File: config.mk
export PLATFORM = sky130hd
export DESIGN_NAME = msie_ram
export DESIGN_NICKNAME = d
export VERILOG_FILES = /design/src/hw/rtl/assert_macros.svh /design/src/hw/rtl/msie_ram.sv
export SDC_FILE = /design/constraint.sdc
export NUM_CORES = 1
export LEC_CHECK = 0
export BUFFER_PORTS_ARGS = -buffer_cell sky130_fd_sc_hd__buf_2
export CORE_ASPECT_RATIO = 0.7
export CORE_MARGIN = 4
export CORE_UTILIZATION = 57
export DETAILED_ROUTE_END_ITERATION = 10
export PLACE_DENSITY = 0.81
export SETUP_SLACK_MARGIN = 0.5
export SLEW_MARGIN = 20
export SYNTH_ARGS = -nofsm -noshare
export SYNTH_HDL_FRONTEND = slang
export SYNTH_SLANG_ARGS = --single-unit
File: constraint.sdc
create_clock -name clk -period 7.2 [get_ports clk]
set_clock_uncertainty 0.1 [all_clocks]
set_input_delay 0.36 -clock clk [delete_from_list [all_inputs] [get_ports clk]]
set_output_delay 0.36 -clock clk [all_outputs]
set_load 0.1 [all_outputs]
File: src/hw/rtl/assert_macros.svh
// Assertion macros shared by the RTL of the instruction executor.
// Each macro expects signals named clk and rst in the enclosing module.
`ifndef ASSERT_MACROS_SVH
`define ASSERT_MACROS_SVH

// Property that must hold at every clock edge outside reset.
`define MSIE_ASSERT(lbl, prop, msg) \
  lbl: assert property (@(posedge clk) disable iff (rst) prop) else $error(msg);

// Condition that must never be true outside reset.
`define MSIE_ASSERT_NEVER(lbl, cond, msg) \
  lbl: assert property (@(posedge clk) disable iff (rst) !(cond)) else $error(msg);

`endif

File: src/hw/rtl/msie_ram.sv
// Generic single-port-write, single-port-read RAM with registered read data.
// No dependencies.
module msie_ram #(
  parameter int WIDTH = 32,
  parameter int DEPTH = 32
) (
  input  logic                     clk,
  input  logic                     we,
  input  logic [$clog2(DEPTH)-1:0] wa,
  input  logic [WIDTH-1:0]         wd,
  input  logic                     re,
  input  logic [$clog2(DEPTH)-1:0] ra,
  output logic [WIDTH-1:0]         rd
);

  logic [WIDTH-1:0] mem [DEPTH];

  always_ff @(posedge clk) begin
    if (we) begin
      mem[wa] <= wd;
    end
    if (re) begin
      rd <= mem[ra];
    end
  end

endmodule

### After elaboration in Yosys (flattened, before gate mapping)

Memory sizes are Yosys's and may differ from the RTL's. A register that Yosys moved wholly into a read port is not among the register bits.
Cells that the tools add are included.
Widths: inputs -> output; s select.

| cells by class | value |
|---|---|
| muxes and demuxes | 2 |

Operators with widths:

| kind | count |
|---|---|
| $mux 1 | 2 |

| storage, ports and cells | value |
|---|---|
| bits in writable memories | 1024 |
| input bits | 45 |
| memories | 1 |
| output and inout bits | 32 |
| logic and storage cells | 3 |
| register bits | 0 |

Memories:

| name | words | width | read ports | clocked after memory_dff | write ports | RTL line | RTL |
|---|---|---|---|---|---|---|---|
| mem | 32 | 32 | 1 | 1 | 1 | msie_ram.sv:16 | `logic [WIDTH-1:0] mem [DEPTH];` |

### Logic depth before layout (Yosys ltp)

| depth | value |
|---|---|
| depth after elaboration | 2 |
| mapped depth | 8 |
| depth with buffers taken out | 5 |

### Worst setup path before layout

Ideal clock, no wire load.

| timing | value |
|---|---|
| path type | input -> register |
| start | input wa[1] |
| end | memory mem[12][0], enable pin |
| setup time | 421 ps |
| buffers on the path | 1 |
| stages | 3 |
| arrival | 2373 ps |
| required time | 6679 ps |
| path slack | 4306 ps |
| cell sequence | or3b_2 -> clkbuf_1 -> nor2_1 |

RTL lines:

| item | RTL line | RTL |
|---|---|---|
| from (decl) | msie_ram.sv:9 | `input logic [$clog2(DEPTH)-1:0] wa,` |
| to (decl) | msie_ram.sv:16 |  |

No word-level cell before the write port.

==> metrics <==
Mapped Cells=2,260; FF+latch area=31,710 um2; post-cts sizing count=0; worst slew pin tran=1.054 ns; Initial Util=0.5802; first-pass GRT wire length=146,400 um; setup TNS=0 ns; die area=76,000 um2; CTS Hold Bufs=0; Max VDD drop=0.1791 mV; FF-to-FF setup slack=5.57 ns; Yosys cell types=24; Hold Slack=0.09363 ns; Crit Path Class=in -> reg; Multi-input gate area=8610 um2; FF-to-FF End=rd[6]; top-count cell post-synth=edfxtp_1; biggest area consumer among synthesized cells=edfxtp_1; Ports=77; CP Data Required Time=7.50 ns; share of cells above drive strength 1=0.1224; CTS tree=built; CTS max path bufs=3; largest net degree at the start of global routing=110; Total Power=12,380 uW; DRT iter0 DRCs=3,806; Post-synth ARST share=0; cts bufs inserted=90; Post-Syn Area=40,810 um2; All-Layer GR Usage=0.2648; Antenna Nets Post-Route=0; Root Buffer=clkbuf_16; outcome=finished clean; hold path depth=1; PwrDens=274.0 nW/um2; slack of the critical path=4.397 ns; htree depth=3; synthesis-stage register bit count=1,056; Arr. time, crit path=3.10 ns; Worst-path clk slew=0.06 ns; Core Footprint=70,340 um2; vias post-DR=22,230; design area=45,170 um2; vias per inst=6.575; Final setup viols=0; total gr overflow=0; DIE HEIGHT=231.9 um; worst-case hold path end point=mem[8][23]; static leakage=0.01561 uW; Reg2Reg Depth=5; drt first pass iters=6; post-place setup slack=3.788 ns; Synth Net Count=2,305; synthesis-to-finish area growth=10.70%; FILL cells=4,624; Final Cycle Share=0.3893; DR DRC count=0; final hold violation count=0; Final Net Count=2,395; Post-synth EDFFs=1,056; Main synth FF type=edfxtp_1; Placed Area=42,310 um2; worst skew pair latency=0.66 ns; vias in the first global route=21,950; Die W=327.8 um; largest cells by area after synthesis=edfxtp_1 (78%), mux2i_1 (13%), a22oi_1 (1.8%), a22o_1 (1.4%), nand3_1 (1.2%); Slew headroom=0.2976; Clock Sinks=1,056; RSZ-0062 raised after global routing=false; post-synth top area share=0.7771; Avg Inst Size Synth=18.06 um2; most common library cells after synthesis=edfxtp_1 (1,056), mux2i_1 (512), nand2_1 (98), nand3_1 (98); Final Max Tran Viols=0; startpoint types=input port; Setup crit end kind=register; postcts setup bufs=0; Post-Route WL=101,400 um; initial antenna violation count=5; port bufs=76; DP HPWL=49,770 um; Yosys warning count=0; worst-path maximum fanout=51; Seq/Total Area, Yosys=0.7771; Row Count=81; RD Place Congestion=0.8026; Period minus WS final=2.803 ns; Max Cap Viol=0; worst hold path class=in -> reg; Fmax achieved=356.8 MHz; DR WL/cell=30.00 um; RR Startpoint=mem[5][6]; worst min-delay path startpoint=wd[23]
## sequential cells by signal, indices dropped and copies added, names as in the netlist
register / flops
mem: 1024
rd: 32
## cells by family (layout without fill, tap and decap cells)
family	Yosys count	count (layout)	share of synthesized area
flip-flops	1056	1056	0.7771
multiplexers	512	512	0.1256
AO/OA/AOI/OAI	288	288	0.04808
AND/OR/NAND/NOR	277	277	0.03076
buffers and inverters	127	293	0.01846
other	0	1	0
## layout make-up
| class | count | share of cell area |
|---|---|---|
| antenna | 1 | 0.00005540 |
| clock buffer | 107 | 0.05221 |
| clock inverter | 61 | 0.01108 |
| multi-input combinational | 1077 | 0.1906 |
| sequential | 1056 | 0.7020 |
| tap | 954 | 0.02643 |
| timing repair buffer | 125 | 0.01762 |
## metal layers
metal | routed length, um | up-vias | GRT usage
li1 | - | 9193 | -
met1 | 38920 | 11110 | 0.3882
met2 | 46060 | 1698 | 0.4030
met3 | 13770 | 220 | 0.06878
met4 | 2647 | 6 | 0.06512
met5 | 36 | - | 0
## through the flow
step	util	cells
global route	0.6422	3381
CTS	0.6422	3380
detailed placement	0.6015	3212
floorplan	-	2260
finish	0.6422	3381
global placement	0.6015	3212
## how the worst max path moves through the flow
| stage | slack, ns | start | end | cells after the start |
|---|---|---|---|---|
| global route | 4.33 | ra[2] | rd[26] | 8 |
| floorplan | 4.31 | wa[1] | mem[12][0] | 3 |
| global placement | 3.88 | ra[2] | rd[16] | 8 |
| detailed placement | 3.79 | ra[2] | rd[21] | 8 |
| finish | 4.40 | ra[2] | rd[19] | 8 |
| CTS | 4.51 | ra[2] | rd[19] | 8 |
## placed cells by master, fill, tap and decap left out, types with 2 or more instances in the layout
cell	n
clkinv_2	21
nand3b_1	5
or3b_2	3
nand3_1	98
clkbuf_16	92
a22o_1	64
a21oi_1	96
a31oi_1	32
a22oi_1	96
nand2_1	97
edfxtp_1	1056
buf_12	3
buf_4	46
nor3_1	32
inv_6	5
buf_2	75
mux2i_1	512
clkbuf_1	15
nand2b_2	2
bufinv_16	7
clkinv_1	24
clkinvlp_4	2
nor2_4	33
## report_power, final
| group | total, uW | internal, uW | switching (uW) |
|---|---|---|---|
| sequential | 6890 | 6860 | 34.2 |
| clock | 4750 | 2610 | 2150 |
| combinational | 732 | 194 | 538 |
| total | 12400 | 9660 | 2720 |
## worst max-delay path, cell delays in order
cell and delay (ns):
buf_2 0.13, and2b_4 0.69, buf_4 0.62, buf_4 0.67
a22o_1 0.24, nor3_1 0.06, a31oi_1 0.19, nand3_1 0.10
Note: power is estimated with default switching activity, not from simulation.
