File: src/hw/rtl/assert_macros.svh
// Assertion macros shared by the RTL of the instruction executor.
// Each macro expects signals named clk and rst in the enclosing module.
`ifndef ASSERT_MACROS_SVH
`define ASSERT_MACROS_SVH

// Property that must hold at every clock edge outside reset.
`define MSIE_ASSERT(lbl, prop, msg) \
  lbl: assert property (@(posedge clk) disable iff (rst) prop) else $error(msg);

// Condition that must never be true outside reset.
`define MSIE_ASSERT_NEVER(lbl, cond, msg) \
  lbl: assert property (@(posedge clk) disable iff (rst) !(cond)) else $error(msg);

`endif

File: src/hw/rtl/msie_pkg.sv
// Package for the instruction executor: sizes, opcodes, function codes,
// state encodings and the structs passed between modules. No dependencies.
package msie_pkg;

  localparam int DATA_BYTES = 1024;
  localparam int MEM_WORDS  = (DATA_BYTES + 3) / 4;
  localparam int MEM_AW     = $clog2(MEM_WORDS);

  localparam logic [31:0] LIM_BYTE = 32'(DATA_BYTES - 1);
  localparam logic [31:0] LIM_HALF = 32'(DATA_BYTES - 2);
  localparam logic [31:0] LIM_WORD = 32'(DATA_BYTES - 4);

  localparam logic CFG_START_PC = 1'b0;
  localparam logic CFG_START_SP = 1'b1;

  typedef enum logic [1:0] {
    FN_EXEC    = 2'd0,
    FN_MEMW    = 2'd1,
    FN_RESTART = 2'd2,
    FN_NONE    = 2'd3
  } func_t;

  typedef enum logic [1:0] {
    ST_IDLE,
    ST_EXEC,
    ST_MEM
  } state_t;

  typedef enum logic [1:0] {
    SZ_BYTE,
    SZ_HALF,
    SZ_WORD
  } msize_t;

  localparam logic [5:0] OP_RTYPE = 6'h00;
  localparam logic [5:0] OP_J     = 6'h02;
  localparam logic [5:0] OP_JAL   = 6'h03;
  localparam logic [5:0] OP_BEQ   = 6'h04;
  localparam logic [5:0] OP_BNE   = 6'h05;
  localparam logic [5:0] OP_BGTZ  = 6'h07;
  localparam logic [5:0] OP_ADDI  = 6'h08;
  localparam logic [5:0] OP_ADDIU = 6'h09;
  localparam logic [5:0] OP_SLTI  = 6'h0A;
  localparam logic [5:0] OP_ANDI  = 6'h0C;
  localparam logic [5:0] OP_ORI   = 6'h0D;
  localparam logic [5:0] OP_NORI  = 6'h0E;
  localparam logic [5:0] OP_LUI   = 6'h0F;
  localparam logic [5:0] OP_LB    = 6'h20;
  localparam logic [5:0] OP_LH    = 6'h21;
  localparam logic [5:0] OP_LW    = 6'h23;
  localparam logic [5:0] OP_LBU   = 6'h24;
  localparam logic [5:0] OP_LHU   = 6'h25;
  localparam logic [5:0] OP_SB    = 6'h28;
  localparam logic [5:0] OP_SH    = 6'h29;
  localparam logic [5:0] OP_SW    = 6'h2B;

  localparam logic [5:0] FC_SLL   = 6'h00;
  localparam logic [5:0] FC_SRL   = 6'h02;
  localparam logic [5:0] FC_SRA   = 6'h03;
  localparam logic [5:0] FC_JR    = 6'h08;
  localparam logic [5:0] FC_MFHI  = 6'h10;
  localparam logic [5:0] FC_MFLO  = 6'h12;
  localparam logic [5:0] FC_MULT  = 6'h18;
  localparam logic [5:0] FC_MULTU = 6'h19;
  localparam logic [5:0] FC_ADD   = 6'h20;
  localparam logic [5:0] FC_ADDU  = 6'h21;
  localparam logic [5:0] FC_SUB   = 6'h22;
  localparam logic [5:0] FC_AND   = 6'h24;
  localparam logic [5:0] FC_OR    = 6'h25;
  localparam logic [5:0] FC_XOR   = 6'h26;
  localparam logic [5:0] FC_NOR   = 6'h27;
  localparam logic [5:0] FC_NAND  = 6'h28;
  localparam logic [5:0] FC_SLT   = 6'h2A;

  typedef struct packed {
    logic        dowr;
    logic [4:0]  dest;
    logic [31:0] val;
    logic [31:0] npc;
    logic        ovf;
    logic        ldz;
    logic        halt;
    logic        mem;
    logic        load;
    logic        sgn;
    msize_t      size;
    logic [31:0] addr;
    logic        aovf;
    logic        mis;
    logic        mul;
    logic [63:0] prod;
    logic        rd_hilo;
  } exec_res_t;

  typedef struct packed {
    logic              load;
    logic              sgn;
    msize_t            size;
    logic [4:0]        rt;
    logic [1:0]        lane;
    logic [MEM_AW-1:0] widx;
    logic [31:0]       b;
    logic              ovf;
    logic              ldz;
  } mem_req_t;

endpackage

File: src/hw/rtl/msie_exec.sv
// Instruction decode and execute for one instruction with resolved operands.
// Depends on msie_pkg.
module msie_exec (
  input  logic [31:0]         ins,
  input  logic [31:0]         a,
  input  logic [31:0]         b,
  input  logic [31:0]         pc,
  input  logic [31:0]         hi,
  input  logic [31:0]         lo,
  output msie_pkg::exec_res_t res
);
  import msie_pkg::*;

  logic [5:0]         op;
  logic [5:0]         fn;
  logic [4:0]         rt;
  logic [4:0]         rd;
  logic [4:0]         sh;
  logic [31:0]        imm;
  logic [31:0]        zimm;
  logic [31:0]        pc4;
  logic [31:0]        sum_rr;
  logic [31:0]        dif_rr;
  logic [31:0]        sum_ri;
  logic               ovf_ri;
  logic signed [65:0] prod_w;

  assign op     = ins[31:26];
  assign fn     = ins[5:0];
  assign rt     = ins[20:16];
  assign rd     = ins[15:11];
  assign sh     = ins[10:6];
  assign imm    = {{16{ins[15]}}, ins[15:0]};
  assign zimm   = {16'h0000, ins[15:0]};
  assign pc4    = pc + 32'd4;
  assign sum_rr = a + b;
  assign dif_rr = a - b;
  assign sum_ri = a + imm;
  assign ovf_ri = ~(a[31] ^ imm[31]) & (a[31] ^ sum_ri[31]);
  assign prod_w = $signed({fn == FC_MULT && a[31], a}) * $signed({fn == FC_MULT && b[31], b});

  always_comb begin
    res      = '0;
    res.npc  = pc4;
    res.size = SZ_WORD;
    res.prod = prod_w[63:0];
    case (op)
      OP_RTYPE: begin
        case (fn)
          FC_ADD: begin
            res.val  = sum_rr;
            res.ovf  = ~(a[31] ^ b[31]) & (a[31] ^ sum_rr[31]);
            res.dowr = 1'b1;
          end
          FC_ADDU: begin
            res.val  = sum_rr;
            res.dowr = 1'b1;
          end
          FC_SUB: begin
            res.val  = dif_rr;
            res.ovf  = (a[31] ^ b[31]) & (a[31] ^ dif_rr[31]);
            res.dowr = 1'b1;
          end
          FC_AND: begin
            res.val  = a & b;
            res.dowr = 1'b1;
          end
          FC_OR: begin
            res.val  = a | b;
            res.dowr = 1'b1;
          end
          FC_XOR: begin
            res.val  = a ^ b;
            res.dowr = 1'b1;
          end
          FC_NOR: begin
            res.val  = ~(a | b);
            res.dowr = 1'b1;
          end
          FC_NAND: begin
            res.val  = ~(a & b);
            res.dowr = 1'b1;
          end
          FC_SLT: begin
            res.val  = {31'd0, $signed(a) < $signed(b)};
            res.dowr = 1'b1;
          end
          FC_SLL: begin
            res.val  = b << sh;
            res.dowr = (rd != 5'd0) || (rt != 5'd0) || (sh != 5'd0);
          end
          FC_SRL: begin
            res.val  = b >> sh;
            res.dowr = 1'b1;
          end
          FC_SRA: begin
            res.val  = 32'($signed(b) >>> sh);
            res.dowr = 1'b1;
          end
          FC_JR: begin
            res.npc = a;
          end
          FC_MULT, FC_MULTU: begin
            res.mul = 1'b1;
          end
          FC_MFHI: begin
            res.val     = hi;
            res.rd_hilo = 1'b1;
            res.dowr    = 1'b1;
          end
          FC_MFLO: begin
            res.val     = lo;
            res.rd_hilo = 1'b1;
            res.dowr    = 1'b1;
          end
          default: begin
            res.halt = 1'b1;
          end
        endcase
        res.dest = rd;
      end
      OP_ADDI, OP_ADDIU: begin
        res.val  = sum_ri;
        res.ovf  = (op == OP_ADDI) && ovf_ri;
        res.dest = rt;
        res.dowr = 1'b1;
      end
      OP_LB, OP_LH, OP_LW, OP_LBU, OP_LHU, OP_SB, OP_SH, OP_SW: begin
        res.mem  = 1'b1;
        res.load = !op[3];
        res.sgn  = !op[2];
        res.addr = sum_ri;
        res.ovf  = ovf_ri;
        res.ldz  = !op[3] && (rt == 5'd0);
        case (op)
          OP_LW, OP_SW: begin
            res.size = SZ_WORD;
            res.aovf = sum_ri > LIM_WORD;
            res.mis  = |sum_ri[1:0];
          end
          OP_LH, OP_LHU, OP_SH: begin
            res.size = SZ_HALF;
            res.aovf = sum_ri > LIM_HALF;
            res.mis  = sum_ri[0];
          end
          default: begin
            res.size = SZ_BYTE;
            res.aovf = sum_ri > LIM_BYTE;
          end
        endcase
        res.halt = res.aovf || res.mis;
      end
      OP_LUI: begin
        res.val  = {ins[15:0], 16'h0000};
        res.dest = rt;
        res.dowr = 1'b1;
      end
      OP_ANDI: begin
        res.val  = a & zimm;
        res.dest = rt;
        res.dowr = 1'b1;
      end
      OP_ORI: begin
        res.val  = a | zimm;
        res.dest = rt;
        res.dowr = 1'b1;
      end
      OP_NORI: begin
        res.val  = ~(a | zimm);
        res.dest = rt;
        res.dowr = 1'b1;
      end
      OP_SLTI: begin
        res.val  = {31'd0, $signed(a) < $signed(imm)};
        res.dest = rt;
        res.dowr = 1'b1;
      end
      OP_BEQ, OP_BNE, OP_BGTZ: begin
        if ((op == OP_BEQ && a == b) || (op == OP_BNE && a != b) ||
            (op == OP_BGTZ && a != 32'd0 && !a[31])) begin
          res.npc = pc4 + {imm[29:0], 2'b00};
        end
      end
      OP_J, OP_JAL: begin
        res.npc  = {pc4[31:28], ins[25:0], 2'b00};
        res.val  = pc4;
        res.dest = 5'd31;
        res.dowr = (op == OP_JAL);
      end
      default: begin
        res.halt = 1'b1;
      end
    endcase
    if (res.halt) begin
      res.npc = pc;
    end
  end

endmodule

File: config.mk
export PLATFORM = sky130hd
export DESIGN_NAME = msie_exec
export DESIGN_NICKNAME = d
export VERILOG_FILES = /design/src/hw/rtl/assert_macros.svh /design/src/hw/rtl/msie_pkg.sv /design/src/hw/rtl/msie_exec.sv
export SDC_FILE = /design/constraint.sdc
export NUM_CORES = 2
export LEC_CHECK = 0
export BUFFER_PORTS_ARGS = -buffer_cell sky130_fd_sc_hd__buf_2
export CORE_MARGIN = 2
export CORE_UTILIZATION = 41
export DETAILED_ROUTE_END_ITERATION = 7
export REMOVE_ABC_BUFFERS = 1
export SETUP_SLACK_MARGIN = 0.1
export SKIP_LAST_GASP = 1
export SLEW_MARGIN = 15
export SYNTH_ARGS = -nofsm -noshare
export SYNTH_HDL_FRONTEND = slang
export SYNTH_SLANG_ARGS = --single-unit
File: constraint.sdc
create_clock -name vclk -period 11.3
set_input_delay 1.695 -clock vclk [all_inputs]
set_output_delay 1.695 -clock vclk [all_outputs]
set_load 0.01 [all_outputs]
-- Word level (Yosys, flattened, before mapping)
Cells that the tools add are included.
- add/subtract/negate cells: 5
- multiply operators: 1
- div/mod/pow operators: 0
- magnitude comparators: 5
- equality and inequality tests: 38
- shift-type cells: 3
- muxes and demuxes: 22
- bitwise operators: 18
- reductions and logical operators: 36
- operators with widths (cell ; number):
    one-hot mux 32 bit (13 select lines) ; 1
    one-hot mux 38 bit (8 select lines) ; 1
    == test 6 bit (second input constant) ; 17
    adder 32 bit ; 3
    > comparator 32 x 10 -> 1 bit (second input constant) ; 3
    2-to-1 mux 32 bit ; 3
    inverter 32 bit ; 3
    one-hot mux 32 bit (3 select lines) ; 1
    multiplier 33 x 33 -> 64 bit ; 1
    == test 6 x 4 -> 1 bit (second input constant) ; 8
    2-to-1 mux 39 bit ; 1
    adder 32 x 3 -> 32 bit (second input constant) ; 1
    bitwise AND 32 x 16 -> 32 bit ; 1
    bitwise AND 32 bit ; 1
    == test 32 bit ; 1
    < comparator 32 x 16 -> 1 bit ; 1
    < comparator 32 bit ; 1
    != test 32 bit ; 1
    OR 32 x 16 -> 32 bit ; 1
    OR 32 bit ; 1
    nonzero test 32 bit ; 1
    << shifter 32 x 5 -> 32 bit ; 1
    right shift 32 x 5 -> 32 bit ; 1
    >>> shifter 32 x 5 -> 32 bit ; 1
    other kinds (24) ; 73
- bits in registers: 0
- latch bits: 0
- RAM bits: 0
- bits in read-only memories: 0
- output and inout port bits: 178
- memories kept: 0

-- Longest topological paths before layout
- depth after elaboration: 7
- mapped depth: 35
- mapped depth without buffers: 31

-- Worst setup path after synthesis
OpenSTA, ideal clock, no wires.
- path type: input-to-output
- start: input port ins[0]
- end: output port res[63] (netlist name)
- data arrival time: 10.174 ns
- data required time: 9.605 ns
- slack: -0.569 ns
- stages: 30
- path buffers: 5
- path through: clkbuf_1 -> buf_1 -> clkbuf_1 -> clkbuf_1 -> nor3_1 -> clkbuf_1 -> nand2_1 -> inv_1 -> fa_1 -> fa_1 -> fa_1 -> inv_1 -> fa_1 -> fa_1 -> fa_1 -> fa_1 -> fa_1 -> inv_1 -> ha_1 -> and3_1 -> and2_1 -> a31o_2 -> a21oi_1 -> o21ai_0 -> or3_1 -> o21ai_0 -> a21oi_1 -> o21ai_0 -> a21oi_1 -> nor3b_1
- RTL lines (what ; RTL line ; RTL):
    start: declaration ; msie_exec.sv:4 ; input logic [31:0] ins,
    end: declaration ; msie_exec.sv:10 ; output msie_pkg::exec_res_t res

==> results.cfg <==
[finish]
ff_latch_area_um2 = 0
fillCellCount = 13140
syn2layout_area_growth_pct = 14.95
drive_gt1_frac = 0.1670
fin_nets = 9039
final_cells = 9064
clock_buffers = 0
seq_cells = 0

[detailed_routing]
antenna_left = 0
vias = 52774
drt_iter0_drc = 5309
wl_per_cell_um = 27.11
viasPerCell = 5.822
wirelength_um = 245700
drc = 5
firstDrtPassIters = 8

[global_routing]
grt_pass1_vias = 53194
grt_overflow_total = 0
met1_usage = 0.4991
grt_antenna_before_repair = 18
use_met2 = 0.5501
grt_max_degree = 67
met3_usage = 0.05939
top_usage_layer = met2
grt_usage = 0.3594
grt_pass1_wl_um = 360700

[logic_synthesis]
syn_area_mm2 = 0.05417
synth_xor_area_frac = 0.02927
yosysWarnings = 0
ys_top_cells_by_count = inv_1 (1271), fa_1 (1129), nand2_1 (946)
muxShareOfSynthArea = 0.03830
synth_top_cell_area_share = 0.4172
yosysTopAreaCell = fa_1
synth-compound-area-share = 0.1413
synth_cell_types = 87
synth_top_family_by_area = adder cells
synthSimpleGateAreaFrac = 0.1559
synth.most_common_cell = inv_1
synth_area_leaders = fa_1 (42%), ha_1 (9.6%), inv_1 (8.8%)
yosysSeqAreaShare = 0
synth_fa_ha_area_frac = 0.5136
netlist_instances = 6770
syn_avg_cell_area_um2 = 8.001

[sta]
fmax_mhz = 88.35
timing.final.ws_setup_ps = -19.23
finalSetupViolations = 1
slew_headroom = 0.1911
slew_violations = 0
grt_setup_unrepaired = true
fin_crit_sh = 1.002
finalHoldViolCount = 0
tightest_slew_ps = 1206
period_needed_ps = 11320

[setup_path]
cpMaxStageDelayCell = fa_1
worst-setup-path-type = in2out
path_common_cell = fa_1
endpoint_kind = output port
cp-start-kind = primary input
crit_required_ps = 9610
cp.arrival_ps = 9620
max_stage_delay_ps = 560
crit_fanout = 8

[die]
dieHeight_um = 367.5
core-area_mm2 = 0.1313
rows = 133
ios = 370
dieArea_mm2 = 0.1350
start_util = 0.4126
die_w_um = 367.5

[hold_path]
hold_end = res[139]
min_path_cells = 3
hold_class = in2out
min-delay-start = pc[31]

[placed_design]
dp_cells = 9038
pre_cts_ws_ps = -550.8
dp_hpwl_um = 208800
numPortBuffers = 370
place_congestion = 1.028

[run_status]
violations = design-rule violations, negative setup slack
status = complete, but fails checks

[job]
cap_violations = 0
-- through the flow --
step | hold slack (ps) | TNS [ps] | cell area, µm² | util
final | 3747 | -19.23 | 62270 | 0.4742
after global routing | 3759 | -1991 | 62250 | 0.4742
after detailed placement | 3747 | -4727 | 61320 | 0.4671
after CTS | 3749 | -6.467 | 61700 | 0.4699
after floorplan | 3438 | -7235 | 52440 | -
after global placement | 3744 | -3476 | 61320 | 0.4671
-- how the worst max path moves through the flow --
stage / start / to / slack, ps / cells after the start
final: ins[3] / res[61] / -20 / 37
after global routing: ins[2] / res[61] / -280 / 34
after CTS: ins[3] / res[61] / -6 / 37
after detailed placement: ins[3] / res[61] / -550 / 38
after global placement: ins[3] / res[61] / -560 / 38
after floorplan: ins[3] / res[63] / -870 / 27
-- critical path, delay by kind of cell --
family	cells	cell delay [ps]
buf+inv	13	1550
fa+ha+maj	9	4220
compound gates	7	1220
simple gates	8	900
-- kinds of logic (layout without fill, tap and decap cells) --
group | count (synthesis) | count (layout)
AO/OA/AOI/OAI | 1144 | 1144
XOR/XNOR | 181 | 181
adder cells (fa/ha/maj) | 1546 | 1546
buffers and inverters | 1739 | 2268
multiplexers | 144 | 144
other | 0 | 10
AND/OR/NAND/NOR | 2016 | 2016
-- timing repair --
item	CTS	global route
hold buffers	0	0
endpoints found under the setup margin	23	25
buffers inserted	4	12
resized for setup	80	125
hold endpoints to repair	0	0
pin swaps	22	86
-- layer usage --
layer | vias up | routed length, µm
met5 | - | 69
met4 | 10 | 14110
met3 | 548 | 23280
met2 | 2770 | 107500
met1 | 26851 | 100700
li1 | 22595 | -
-- area by class of cell --
cell class | count | area (µm²) | share of cell area
repair buffers | 974 | 6927 | 0.1112
diodes | 10 | 25.02 | 0.0004019
well taps | 1755 | 2196 | 0.03527
multi-input cells | 5031 | 48250 | 0.7748
inverters | 1294 | 4872 | 0.07825
-- layout by cell type (no fill, tap or decap), types with 18 or more instances in the layout --
| cell | instances |
|---|---|
| nand2_1 | 942 |
| a221o_1 | 27 |
| and2_1 | 19 |
| nand3_1 | 66 |
| xor2_1 | 43 |
| and3_1 | 28 |
| nor2_1 | 666 |
| buf_6 | 26 |
| mux2i_1 | 76 |
| a211o_1 | 20 |
| or3_1 | 20 |
| fa_1 | 1116 |
| mux4_2 | 42 |
| nor4_1 | 43 |
| buf_12 | 29 |
| o211ai_1 | 55 |
| o221ai_1 | 67 |
| o21a_1 | 19 |
| nor3_1 | 71 |
| a221oi_1 | 55 |
| xnor2_1 | 137 |
| nand4_1 | 35 |
| inv_1 | 1250 |
| a21oi_2 | 21 |
| o21bai_1 | 34 |
| buf_4 | 557 |
| a211oi_1 | 46 |
| a31oi_1 | 30 |
| o31ai_1 | 18 |
| inv_2 | 26 |
| mux2_4 | 20 |
| a21o_1 | 59 |
| a22oi_1 | 19 |
| ha_1 | 398 |
| o21ai_0 | 223 |
| nor2b_1 | 26 |
| a21oi_1 | 279 |
| nand2b_1 | 20 |
| buf_2 | 351 |
Power is left out: the tool's default activity adds up to more than one toggle a clock period on the data nets, which glitch-free logic cannot reach.
